$ cat config.mk
export PLATFORM = sky130hd
export DESIGN_NAME = flanger_interpolated_delay_unit
export DESIGN_NICKNAME = d
export VERILOG_FILES = /design/src/rtl/fidu_pkg.sv /design/src/rtl/flanger_interpolated_delay_unit.sv /design/src/rtl/fidu_ctrl.sv /design/src/rtl/fidu_datapath.sv
export VERILOG_INCLUDE_DIRS = /design/src /design/src/rtl
export SDC_FILE = /design/constraint.sdc
export NUM_CORES = 2
export LEC_CHECK = 0
export BUFFER_PORTS_ARGS = -buffer_cell sky130_fd_sc_hd__buf_2
export CAP_MARGIN = 20
export CORE_MARGIN = 2
export CORE_UTILIZATION = 30
export CTS_CLUSTER_DIAMETER = 80
export CTS_CLUSTER_SIZE = 28
export DETAILED_ROUTE_END_ITERATION = 12
export PLACE_DENSITY_LB_ADDON = 0.05
export SLEW_MARGIN = 20
export SYNTH_ARGS = -nofsm -noshare
export SYNTH_HDL_FRONTEND = slang
export SYNTH_HIERARCHICAL = 1
export SYNTH_SLANG_ARGS = --single-unit
$ cat constraint.sdc
create_clock -name clk -period 19.8 [get_ports clk]
set_input_delay 5.94 -clock clk [delete_from_list [all_inputs] [get_ports clk]]
set_output_delay 5.94 -clock clk [all_outputs]
set_load 0.01 [all_outputs]
$ cat src/rtl/flanger_interpolated_delay_unit_macros.svh
`ifndef FLANGER_INTERPOLATED_DELAY_UNIT_MACROS_SVH
`define FLANGER_INTERPOLATED_DELAY_UNIT_MACROS_SVH

// Checked only out of reset.
`define FIDU_ASSERT(lbl, prop, msg) \
	lbl: assert property (@(posedge clk) disable iff (!arst_n) prop) else $error(msg);

// Checked at every edge, reset included.
`define FIDU_ASSERT_ALWAYS(lbl, prop, msg) \
	lbl: assert property (@(posedge clk) prop) else $error(msg);

`endif

$ cat src/rtl/fidu_pkg.sv
package fidu_pkg;

	localparam int DELAY_DEPTH     = 128;
	localparam int DLY_AW          = $clog2(DELAY_DEPTH);
	localparam int COS_TABLE_DEPTH = 256;
	localparam int COS_IW          = $clog2(COS_TABLE_DEPTH);

	localparam int SAMPLE_W   = 8;
	localparam int GAIN_W     = 16;
	localparam int MAXD_W     = 7;
	localparam int PHASE_W    = 32;
	localparam int FRAC_W     = 14;
	localparam int COS_W      = FRAC_W + 1;
	localparam int DELAY_W    = MAXD_W + COS_W;
	localparam int TAP_W      = DELAY_W - FRAC_W;
	localparam int V_W        = SAMPLE_W + FRAC_W + 1;
	localparam int SCALED_W   = V_W + GAIN_W;
	localparam int TOT_W      = SCALED_W + 1;
	localparam int OUT_SHIFT  = 2 * FRAC_W;
	localparam int QSH_W      = 10;
	localparam int CFG_IDX_W  = 2;
	localparam int CFG_DATA_W = 32;

	// divide by five: (n * 205) >> 10 is exact for n below 1024
	localparam int RECIP5      = 205;
	localparam int RECIP5_W    = 8;
	localparam int RECIP5_SH   = 10;

	localparam logic signed [GAIN_W-1:0] GAIN_RST      = 16'sd13107;
	localparam logic [MAXD_W-1:0]        MAX_DELAY_RST = 7'd90;
	localparam logic [PHASE_W-1:0]       STEP_RST      = 32'd973916;

	typedef enum logic [CFG_IDX_W-1:0] {
		CFG_GAIN       = 2'd0,
		CFG_MAX_DELAY  = 2'd1,
		CFG_PHASE_STEP = 2'd2
	} cfg_reg_t;

	typedef enum logic [2:0] {
		ST_IDLE,
		ST_RDA,
		ST_RDB,
		ST_MIX,
		ST_SCALE,
		ST_FIN
	} state_t;

	typedef struct packed {
		logic load;
		logic rd_a;
		logic rd_b;
		logic mix;
		logic scale;
		logic fin;
	} cmd_t;

	// |cos| table, Q1.14, built at elaboration from a truncated Taylor series in Q30
	localparam longint Q30_ONE = 64'sd1073741824;
	localparam longint Q14_ONE = 64'sd16384;
	localparam logic [63:0] PI_Q30 = 64'd3373259426;
	localparam longint TAYLOR_DIV [6] = '{132, 90, 56, 30, 12, 2};

	typedef logic [COS_TABLE_DEPTH-1:0][COS_W-1:0] cos_rom_t;

	function automatic logic [COS_W-1:0] abs_cos_q14(int unsigned k);
		logic [63:0]        d;
		logic [63:0]        mm;
		logic [63:0]        n;
		logic [63:0]        theta;
		logic [63:0]        x2;
		logic signed [63:0] t;
		logic signed [63:0] term;
		int                 i;
		d = 64'(COS_TABLE_DEPTH);
		mm = (64'(k) * 64'd2) % 64'(COS_TABLE_DEPTH);
		n = (mm < d - mm) ? mm : d - mm;
		theta = (PI_Q30 * n) / 64'(COS_TABLE_DEPTH);
		x2 = (theta * theta) >> 30;
		t = Q30_ONE;
		for (i = 0; i < 6; i++) begin
			term = signed'((x2 * unsigned'(t)) >> 30);
			t = Q30_ONE - term / TAYLOR_DIV[i];
			if (t < 0) begin
				t = 0;
			end
		end
		t = (t + 64'sd32768) >>> 16;
		if (t > Q14_ONE) begin
			t = Q14_ONE;
		end
		return t[COS_W-1:0];
	endfunction

	function automatic cos_rom_t build_cos_rom();
		cos_rom_t rom;
		int       k;
		for (k = 0; k < COS_TABLE_DEPTH; k++) begin
			rom[k] = abs_cos_q14(k);
		end
		return rom;
	endfunction

	localparam cos_rom_t COS_ROM = build_cos_rom();

endpackage

$ cat src/rtl/flanger_interpolated_delay_unit.sv
// Flanger: each accepted 8-bit sample yields one flanged 8-bit sample, in order.
// The accepting cycle looks up |cos| and forms the delay; the result register is
// loaded at the end of these steps, in order: two reads through the delay store's single
// read port (the two neighboring taps), one interpolation multiply, one gain
// multiply, and one to divide by five, saturate and store the sample. A new
// sample can be taken in the cycle after the previous result is registered. If
// the previous result is still held at the output when a sample reaches its last
// step, that sample waits there until the output is taken.
// The delay store reads as zero after reset through per-entry valid bits, so
// there is no clearing pass. Configuration writes are always taken (cfg_ready
// stays high) and should only be made while no sample is in flight.
module flanger_interpolated_delay_unit import fidu_pkg::*; (
	input  logic                       clk,
	input  logic                       arst_n,
	input  logic                       in_valid,
	output logic                       in_stall,
	input  logic signed [SAMPLE_W-1:0] sample_in,
	output logic                       out_valid,
	input  logic                       out_stall,
	output logic signed [SAMPLE_W-1:0] sample_out,
	input  logic                       cfg_valid,
	output logic                       cfg_ready,
	input  logic [CFG_IDX_W-1:0]       cfg_index,
	input  logic [CFG_DATA_W-1:0]      cfg_data
);

	cmd_t cmd;

	assign cfg_ready = 1'b1;

	fidu_ctrl u_ctrl (
		.clk       (clk),
		.arst_n    (arst_n),
		.in_valid  (in_valid),
		.in_stall  (in_stall),
		.out_valid (out_valid),
		.out_stall (out_stall),
		.cmd       (cmd)
	);

	fidu_datapath u_datapath (
		.clk        (clk),
		.arst_n     (arst_n),
		.cmd        (cmd),
		.cfg_we     (cfg_valid && cfg_ready),
		.cfg_index  (cfg_index),
		.cfg_data   (cfg_data),
		.sample_in  (sample_in),
		.sample_out (sample_out)
	);

endmodule

$ cat src/rtl/fidu_ctrl.sv
`include "flanger_interpolated_delay_unit_macros.svh"

module fidu_ctrl import fidu_pkg::*; (
	input  logic clk,
	input  logic arst_n,
	input  logic in_valid,
	output logic in_stall,
	output logic out_valid,
	input  logic out_stall,
	output cmd_t cmd
);

	state_t state_q;
	state_t state_nxt;
	logic   out_valid_q;
	logic   out_free;

	assign out_free  = !out_valid_q || !out_stall;
	assign in_stall  = (state_q != ST_IDLE);
	assign out_valid = out_valid_q;

	always_comb begin
		state_nxt = state_q;
		unique case (state_q)
			ST_IDLE:  if (in_valid) state_nxt = ST_RDA;
			ST_RDA:   state_nxt = ST_RDB;
			ST_RDB:   state_nxt = ST_MIX;
			ST_MIX:   state_nxt = ST_SCALE;
			ST_SCALE: state_nxt = ST_FIN;
			ST_FIN:   if (out_free) state_nxt = ST_IDLE;
			default:  state_nxt = ST_IDLE;
		endcase
	end

	always_comb begin
		cmd = '0;
		unique case (state_q)
			ST_IDLE:  cmd.load  = in_valid;
			ST_RDA:   cmd.rd_a  = 1'b1;
			ST_RDB:   cmd.rd_b  = 1'b1;
			ST_MIX:   cmd.mix   = 1'b1;
			ST_SCALE: cmd.scale = 1'b1;
			ST_FIN:   cmd.fin   = out_free;
			default:  cmd = '0;
		endcase
	end

	always_ff @(posedge clk or negedge arst_n) begin
		if (!arst_n) begin
			state_q     <= ST_IDLE;
			out_valid_q <= 1'b0;
		end else begin
			state_q <= state_nxt;
			// a finished result replaces the one being taken in the same cycle
			if (cmd.fin) begin
				out_valid_q <= 1'b1;
			end else if (!out_stall) begin
				out_valid_q <= 1'b0;
			end
		end
	end

	`FIDU_ASSERT(a_accept_starts_read, (in_valid && !in_stall) |=> (state_q == ST_RDA), "accepted transaction did not start tap reads")
	`FIDU_ASSERT(a_fin_shows_result, cmd.fin |=> out_valid, "finished sample not presented")
	`FIDU_ASSERT(a_held_result_blocks_fin, (out_valid && out_stall) |-> !cmd.fin, "pending result overwritten")
	`FIDU_ASSERT_ALWAYS(a_cmd_exclusive, $onehot0({cmd.load, cmd.rd_a, cmd.rd_b, cmd.mix, cmd.scale, cmd.fin}), "datapath commands overlap")

endmodule

$ cat src/rtl/fidu_datapath.sv
module fidu_datapath import fidu_pkg::*; (
	input  logic                         clk,
	input  logic                         arst_n,
	input  cmd_t                         cmd,
	input  logic                         cfg_we,
	input  logic [CFG_IDX_W-1:0]         cfg_index,
	input  logic [CFG_DATA_W-1:0]        cfg_data,
	input  logic signed [SAMPLE_W-1:0]   sample_in,
	output logic signed [SAMPLE_W-1:0]   sample_out
);

	// configuration
	logic signed [GAIN_W-1:0] gain_q;
	logic [MAXD_W-1:0]        max_delay_q;
	logic [PHASE_W-1:0]       step_q;

	// sample state
	logic [PHASE_W-1:0]       phase_q;
	logic [DLY_AW-1:0]        wp_q;
	logic [DELAY_DEPTH-1:0]   valid_q;
	logic [SAMPLE_W-1:0]      mem [DELAY_DEPTH];
	logic [SAMPLE_W-1:0]      rd_q;
	logic                     rdv_q;

	// per-sample pipeline registers
	logic signed [SAMPLE_W-1:0] x_s1;
	logic [TAP_W-1:0]           m_s1;
	logic [FRAC_W-1:0]          p_s1;
	logic signed [SAMPLE_W-1:0] a_s2;
	logic signed [V_W-1:0]      v_s3;
	logic signed [TOT_W-1:0]    total_s4;
	logic signed [SAMPLE_W-1:0] sample_out_q;

	logic [COS_IW-1:0]          cos_idx;
	logic [COS_W-1:0]           cos_val;
	logic [DELAY_W-1:0]         delay;
	logic [DLY_AW-1:0]          idx_a;
	logic [DLY_AW-1:0]          idx_b;
	logic [DLY_AW-1:0]          rd_addr;
	logic signed [SAMPLE_W-1:0] tap_rd;
	logic signed [SAMPLE_W-1:0] a_val;
	logic signed [SAMPLE_W:0]   diff;
	logic signed [FRAC_W:0]     p_sgn;
	logic signed [SAMPLE_W+FRAC_W+1:0] prod;
	logic signed [V_W-1:0]      v_nxt;
	logic signed [SCALED_W-1:0] scaled;
	logic signed [TOT_W-1:0]    total_nxt;
	logic                       neg;
	logic [TOT_W-1:0]           mag;
	logic [QSH_W-1:0]           q_sh;
	logic [QSH_W+RECIP5_W-1:0]  q_full;
	logic [SAMPLE_W-1:0]        q_mag;
	logic signed [SAMPLE_W:0]   q_sgn;
	logic signed [SAMPLE_W-1:0] q_sat;

	function automatic logic [DLY_AW-1:0] tap_index(logic [DLY_AW-1:0] wp,
			logic [TAP_W:0] tap_dist);
		logic [DLY_AW:0] dc;
		dc = (int'(tap_dist) > DELAY_DEPTH) ? (DLY_AW+1)'(DELAY_DEPTH) :
			(DLY_AW+1)'(tap_dist);
		return wp - dc[DLY_AW-1:0];
	endfunction

	assign cos_idx = phase_q[PHASE_W-1 -: COS_IW];
	assign cos_val = COS_ROM[cos_idx];
	assign delay   = max_delay_q * cos_val;

	assign idx_a   = tap_index(wp_q, {1'b0, m_s1});
	assign idx_b   = tap_index(wp_q, (TAP_W+1)'(m_s1) + 1'b1);
	assign rd_addr = cmd.rd_a ? idx_a : idx_b;

	// never-written entries read as zero
	assign tap_rd = rdv_q ? signed'(rd_q) : '0;
	// tap distance zero is the current sample itself
	assign a_val  = (m_s1 == '0) ? x_s1 : tap_rd;

	// (2^14-p)*a + p*b = a*2^14 + p*(b-a)
	assign diff   = (SAMPLE_W+1)'(tap_rd) - (SAMPLE_W+1)'(a_s2);
	assign p_sgn  = signed'({1'b0, p_s1});
	assign prod   = diff * p_sgn;
	assign v_nxt  = (V_W'(a_s2) <<< FRAC_W) + V_W'(prod);

	assign scaled    = v_s3 * gain_q;
	assign total_nxt = (TOT_W'(x_s1) <<< OUT_SHIFT) + TOT_W'(scaled);

	// truncate toward zero: divide the magnitude, then restore the sign
	assign neg    = total_s4[TOT_W-1];
	assign mag    = neg ? unsigned'(-total_s4) : unsigned'(total_s4);
	assign q_sh   = mag[OUT_SHIFT +: QSH_W];
	assign q_full = q_sh * RECIP5_W'(RECIP5);
	assign q_mag  = q_full[RECIP5_SH +: SAMPLE_W];
	assign q_sgn  = neg ? -signed'({1'b0, q_mag}) : signed'({1'b0, q_mag});

	always_comb begin
		if (q_sgn > (SAMPLE_W+1)'(signed'(8'sd127))) begin
			q_sat = 8'sd127;
		end else if (q_sgn < -(SAMPLE_W+1)'(signed'(9'sd128))) begin
			q_sat = -8'sd128;
		end else begin
			q_sat = q_sgn[SAMPLE_W-1:0];
		end
	end

	always_ff @(posedge clk or negedge arst_n) begin
		if (!arst_n) begin
			gain_q      <= GAIN_RST;
			max_delay_q <= MAX_DELAY_RST;
			step_q      <= STEP_RST;
		end else if (cfg_we) begin
			unique case (cfg_index)
				CFG_GAIN:       gain_q      <= signed'(cfg_data[GAIN_W-1:0]);
				CFG_MAX_DELAY:  max_delay_q <= cfg_data[MAXD_W-1:0];
				CFG_PHASE_STEP: step_q      <= cfg_data[PHASE_W-1:0];
				default:        ;
			endcase
		end
	end

	always_ff @(posedge clk or negedge arst_n) begin
		if (!arst_n) begin
			phase_q <= '0;
			wp_q    <= '0;
			valid_q <= '0;
		end else if (cmd.fin) begin
			phase_q       <= phase_q + step_q;
			wp_q          <= wp_q + 1'b1;
			valid_q[wp_q] <= 1'b1;
		end
	end

	always_ff @(posedge clk) begin
		if (cmd.fin) begin
			mem[wp_q] <= x_s1;
		end
		if (cmd.rd_a || cmd.rd_b) begin
			rd_q  <= mem[rd_addr];
			rdv_q <= valid_q[rd_addr];
		end
	end

	always_ff @(posedge clk) begin
		if (cmd.load) begin
			x_s1 <= sample_in;
			m_s1 <= delay[DELAY_W-1:FRAC_W];
			p_s1 <= delay[FRAC_W-1:0];
		end
		if (cmd.rd_b) begin
			a_s2 <= a_val;
		end
		if (cmd.mix) begin
			v_s3 <= v_nxt;
		end
		if (cmd.scale) begin
			total_s4 <= total_nxt;
		end
		if (cmd.fin) begin
			sample_out_q <= q_sat;
		end
	end

	assign sample_out = sample_out_q;

endmodule

Word level (Yosys, flattened, before mapping)

Memories as Yosys holds them, arrays and structs flattened. A register that Yosys moved wholly into a read port is not among the register bits.
Cells that the tools add are included.

Flip-flop bits (word level): 336
Latch bits: 0
Memory bits (writable): 1024
Bits in read-only memories: 3840
Input port bits: 47
Output and inout port bits: 11
Logic and storage cells: 90
Memories: 2

Memories:

| name             | depth | width | rd ports | clocked after memory_dff | wr ports | line                | text |
|---|---|---|---|---|---|---|---|
| (name not given) | 256   | 15    | 1        | 0                        | 0        | fidu_datapath.sv:65 | `assign cos_val = COS_ROM[cos_idx];` |
| u_datapath.mem   | 128   | 8     | 1        | 1                        | 1        | fidu_datapath.sv:21 | `logic [SAMPLE_W-1:0] mem [DELAY_DEPTH];` |

$add $sub $neg: 10
$mul: 4
Div/mod/pow operators: 0
Order comparisons: 8
Equal/unequal tests: 10
Shift operators: 0
Multiplexer cells: 26
Bitwise operators: 1
Reduce and logical (&&, ||, !) cells: 13

Operator list:

| operator              | count |
|---|---|
| $or 128x128->128      | 1 |
| $add 36x39->40        | 1 |
| $mul 23x16->39        | 1 |
| $mux 38               | 1 |
| $neg 38->38           | 1 |
| $add 32x32->32        | 1 |
| $mux 8                | 3 |
| $add 22x23->23        | 1 |
| $mul 9x15->23         | 1 |
| $mul 7x15->22         | 1 |
| $mux 7                | 3 |
| $gt 9x8->1 const B    | 2 |
| $mul 10x8->18 const B | 1 |
| $pmux 3 s6            | 1 |
| $lt 7x8->1 const B    | 2 |
| $mux 15               | 1 |
| $sub 7x7->7           | 2 |
| $mux 1                | 12 |
| $add 8x1->9 const B   | 1 |
| $lt 8x9->1 const B    | 1 |
| $lt 9x8->1 const B    | 1 |
| $mux 9                | 1 |
| $neg 8->9             | 1 |
| $sub 8x8->9           | 1 |
| other kinds (21)      | 30 |

Depth between registers and ports, before layout

Depth in word-level cells: 7
Mapped depth: 33
Gate-level depth less buffers: 32

Cells and area by module

Netlist, hierarchy kept.

By module, submodules not included:

| module                          | times used | cells each | area an instance (um2) | seq. area each (um2) |
|---|---|---|---|---|
| fidu_datapath                   | 1          | 5700       | 79212.2                | 39798.2 |
| fidu_ctrl                       | 1          | 27         | 249.0                  | 100.1 |
| flanger_interpolated_delay_unit | 1          | 2          | 11.3                   | 0.0 |

Least setup slack after synthesis

Ideal clock, no wire load.

Path kind: input to register
Start point: input port out_stall
End point: memory u_datapath.mem[29][0] (enable)
Library setup time: 385 ps
Arrival time: 7915 ps
Data required time: 19415 ps
Slack: 11500 ps
Cell stages on the path: 5
Path buffers: 1
Path through: a21oi_1 nand3_1 or3_1 clkbuf_1 nor3_1

Longest elaborated chain between the ends: 5

Ends and longest elaborated chain:

| element                      | line                                  | text |
|---|---|---|
| from (decl)                  | flanger_interpolated_delay_unit.sv:19 | `input logic out_stall,` |
| $logic_not 1->1              | fidu_ctrl.sv:18                       | `assign out_free = !out_valid_q \|\| !out_stall;` |
| $logic_or 1x1->1             | fidu_ctrl.sv:18                       |  |
| $mux 1                       | fidu_ctrl.sv:37                       | `unique case (state_q)` |
| $mux 1                       | fidu_datapath.sv:132                  | `if (cmd.fin) begin` |
| $mux 1 (not written as such) | fidu_datapath.sv:133                  | `mem[wp_q] <= x_s1;` |
| to (decl)                    | fidu_datapath.sv:21                   |  |

No other way between the ends.

Final worst setup path

Start point: register u_datapath.phase_q[24]
End point: register u_datapath.m_s1[7] (data pin)

Longest elaborated chain between the ends: 3

Ends and longest elaborated chain:

| element                       | line                 | text |
|---|---|---|
| from (decl)                   | fidu_datapath.sv:18  | `logic [PHASE_W-1:0] phase_q;` |
| from (signal assigned)        | fidu_datapath.sv:125 | `phase_q <= phase_q + step_q;` |
| $mem_v2 256x15                | n/a                  |  |
| $mux 15 (not written as such) | fidu_datapath.sv:65  |  |
| $mul 7x15->22                 | fidu_datapath.sv:66  | `assign delay = max_delay_q * cos_val;` |
| via u_datapath.delay[21]      | fidu_datapath.sv:36  | `logic [DELAY_W-1:0] delay;` |
| to (signal assigned)          | fidu_datapath.sv:144 | `m_s1 <= delay[DELAY_W-1:FRAC_W];` |
| to (decl)                     | fidu_datapath.sv:27  | `logic [TAP_W-1:0] m_s1;` |

The timed path passes the listed nets, and every way through them passes these cells. The select of a mux whose other input is x is not followed.
A chain may end at the register's enable or synchronous reset.

==> impl_metrics.ini <==
[run_status]
outcome = complete, no violations

[worst_setup_path]
r2r-end = u_datapath/m_s1[7]
slowest_stage = ha_1
worstPathArrival_ns = 10.09
cpPeakStageDelay_ns = 0.90
reg2regPathDepth = 29
start_kind = flop
crit_required_ns = 20.30
reg2reg_from = u_datapath/phase_q[24]
path_max_fanout = 18
crit_path_end_kind = flop
path_class = flop to flop
reg2reg_setup_slack_ns = 10.21

[sta]
max_freq_mhz = 104
finalSetupViolCount = 0
post-route-period-util_pct = 48.4
period_minus_slack_ns = 9.59
slew_viol_final = 0
final-hold-violation-count = 0
worstMarginPinSlew_ns = 1.12
slew_headroom_pct = 25.0
rsz0062_at_grt = false
fin_skew_ns = 0.0673
setup_tns_ns = 0

[global_route]
grt_pass1_vias = 48700
grt_first_pass_wirelength_um = 333000
grt_start_max_net_pins = 130
antenna_found_initial = 3
grt.overflow.total = 0
grt_usage_pct = 16.6

[placed_design]
gp_congestion = 0.792
hpwl_um = 147000
io_buffer_count = 55

[worst_hold_path]
hold_path.class = flop to flop
worst_hold_path.num_cells = 1
holdPathEnd = u_datapath/valid_q[27]
worst_hold_startpoint = u_datapath/valid_q[27]

[floorplan]
die_area_um2 = 269000
io_pins = 58
start_util_pct = 30.2
core.rowCount = 188
die_x_um = 519
design.core.area_um2 = 263000
die_h_um = 519

[route]
vias = 44800
initialDrtViolationCount = 3003
wire_per_inst_um = 23.6
drcViolationCount = 0
dr.pass1.iters = 5
drt_wl_total_um = 220000
avgViaCountPerCell = 4.81
ant_nets = 0

[logic_synthesis]
synth_nets = 6623
synth_flop_cell = edfxtp_1
seq_area_frac_synth_pct = 50.2
synth_seq_cells = 1365
synth.avg_cell_area_um2 = 13.9
postSynthCellCount = 5729
syn_area_um2 = 79500
ys_warn_count = 6
async_reset_ff_share_pct = 16.4
synth-edff-count = 1141
synthDistinctLibCells = 86

[clocking]
cts.sinks = 1365
worstSkewPairLatency_ns = 0.78
cts_setup_buffers = 0
clkTransAtPathRegs_ns = 0.07
clockRootBuffer = clkbuf_16
post_cts_resized = 0
cts_buffers = 94
clockBufferDepth = 3
cts_tree = built
postCtsHoldBufs = 0
htreeDepth = 3

[final_layout]
synthToLayoutAreaGrowth_pct = 10.1
drive_gt1_share_pct = 17.1
nNetsFinal = 6608

[flow_run]
maxCapViolations = 0
[worst max path at each step]
stage | startpoint | to | slack [ns]
6_report | u_datapath/phase_q[24] | u_datapath/m_s1[7] | 10.21
5_1_grt | u_datapath/phase_q[24] | u_datapath/m_s1[7] | 9.79
4_1_cts | u_datapath/phase_q[24] | u_datapath/m_s1[7] | 10.33
3_5_place_dp | out_stall | u_datapath/mem[37][6] | 10.01
3_3_place_gp | out_stall | u_datapath/mem[45][6] | 10.09
2_1_floorplan | out_stall | u_datapath/mem[29][0] | 11.50
[per-layer routing]
metal  track usage [%]  routed length (µm)  vias to the layer above
li1                  -                   -                    20100
met1              22.2               98600                    23900
met2              29.2              112000                      620
met3              1.52                6060                      178
met4              3.23                3550                        0
met5                 0                   0                        -
[critical path, delay by kind of cell, from the launching register on]
family	cells	cell delay (ns)
AO/OA/AOI/OAI	10	3.05
adder cells (fa/ha/maj)	6	2.77
AND/OR/NAND/NOR	7	1.32
buffers and inverters	5	1.23
flip-flops	1	0.83
XOR/XNOR	1	0.09
[cells in the final DEF (no fill, tap or decap), types with 24 or more instances in the layout]
master / instances
o211ai_1: 34
a21oi_1: 144
nand2_1: 486
inv_1: 671
or2_2: 136
ha_1: 297
nand3_1: 47
mux2i_1: 28
a211oi_1: 24
and2_1: 233
edfxtp_1: 1141
mux2_2: 104
nor2_1: 262
nor3_1: 38
nand2b_1: 62
buf_2: 54
clkbuf_16: 94
mux4_2: 365
dfrtp_1: 197
fa_1: 548
buf_4: 79
xnor2_1: 104
dfstp_2: 24
a21o_1: 53
xor2_1: 44
nor2b_1: 28
o21ai_0: 119
[cell type report]
cell class / instances / area, µm²
Fill cell: 26000 / 175000
Multi-Input combinational cell: 3435 / 36200
Sequential cell: 1365 / 39900
Clock inverter: 77 / 1080
Inverter: 676 / 2540
Clock buffer: 101 / 2390
Tap cell: 3515 / 4400
Antenna cell: 6 / 15.0
Timing Repair Buffer: 142 / 1020
[cell usage after synthesis, types with 18 or more instances]
cell type,count,area share (%)
edfxtp_1,1141,43
inv_1,671,3.2
fa_1,549,14
nand2_1,487,2.3
mux4_2,365,10
ha_1,298,4.7
nor2_1,268,1.3
and2_1,233,1.8
clkbuf_1,207,0.98
dfrtp_1,200,6.3
a21oi_1,145,0.91
or2_2,136,1.1
o21ai_0,119,0.75
xnor2_1,108,1.2
mux2_2,104,1.5
nand2b_1,62,0.49
a21o_1,53,0.50
nand3_1,47,0.30
xor2_1,44,0.48
nor3_1,42,0.26
buf_1,39,0.18
o211ai_1,34,0.32
mux2i_1,28,0.35
nor2b_1,28,0.22
a211oi_1,24,0.23
dfstp_2,24,0.79
o21a_1,22,0.21
a31oi_1,20,0.16
and3_1,18,0.14
[metrics by stage]
| stage | hold WS (ns) | instance area, µm² | instances | setup WS, ns | util, % |
|---|---|---|---|---|---|
| 4_1_cts | 0.466 | 87500 | 9310 | 10.33 | 33.3 |
| 5_1_grt | 0.477 | 87500 | 9316 | 9.79 | 33.3 |
| 3_3_place_gp | 0.445 | 84000 | 9130 | 10.09 | 31.9 |
| 2_1_floorplan | 0.434 | 79500 | 5729 | 11.50 | - |
| 6_report | 0.462 | 87500 | 9317 | 10.21 | 33.3 |
| 3_5_place_dp | 0.447 | 84000 | 9132 | 10.01 | 32.0 |
[kinds of logic after synthesis]
| group | count (synthesis) | synth area share, % |
|---|---|---|
| xor gates and xnor gates | 156 | 1.76 |
| AOI/OAI and AO/OA | 543 | 4.41 |
| buffers and inverters | 929 | 4.42 |
| muxes | 497 | 12.2 |
| other | 1 | 0.00472 |
| DFF | 1365 | 50.2 |
| and+or+nand+nor | 1391 | 8.52 |
| adders and majority gates | 847 | 18.5 |
[flip-flops by register name, summed over array words and instances, names as in the netlist]
signal / cells
u_datapath/v_s3: 23
u_datapath/x_s1: 8
u_datapath/rdv_q: 1
u_datapath/step_q: 31
u_datapath/total_s4: 39
u_datapath/p_s1: 14
u_datapath/m_s1: 8
u_datapath/a_s2: 8
u_datapath/mem: 1024
u_datapath/phase_q: 31
u_datapath/sample_out: 8
u_ctrl/state_q: 3
u_datapath/valid_q: 128
u_datapath/gain_q: 16
u_datapath/rd_q: 8
u_datapath/max_delay_q: 7
u_datapath/wp_q: 7
u_ctrl/out_valid: 1
Power is left out: the tool's default activity adds up to more than one toggle a clock period on the data nets, which glitch-free logic cannot reach.
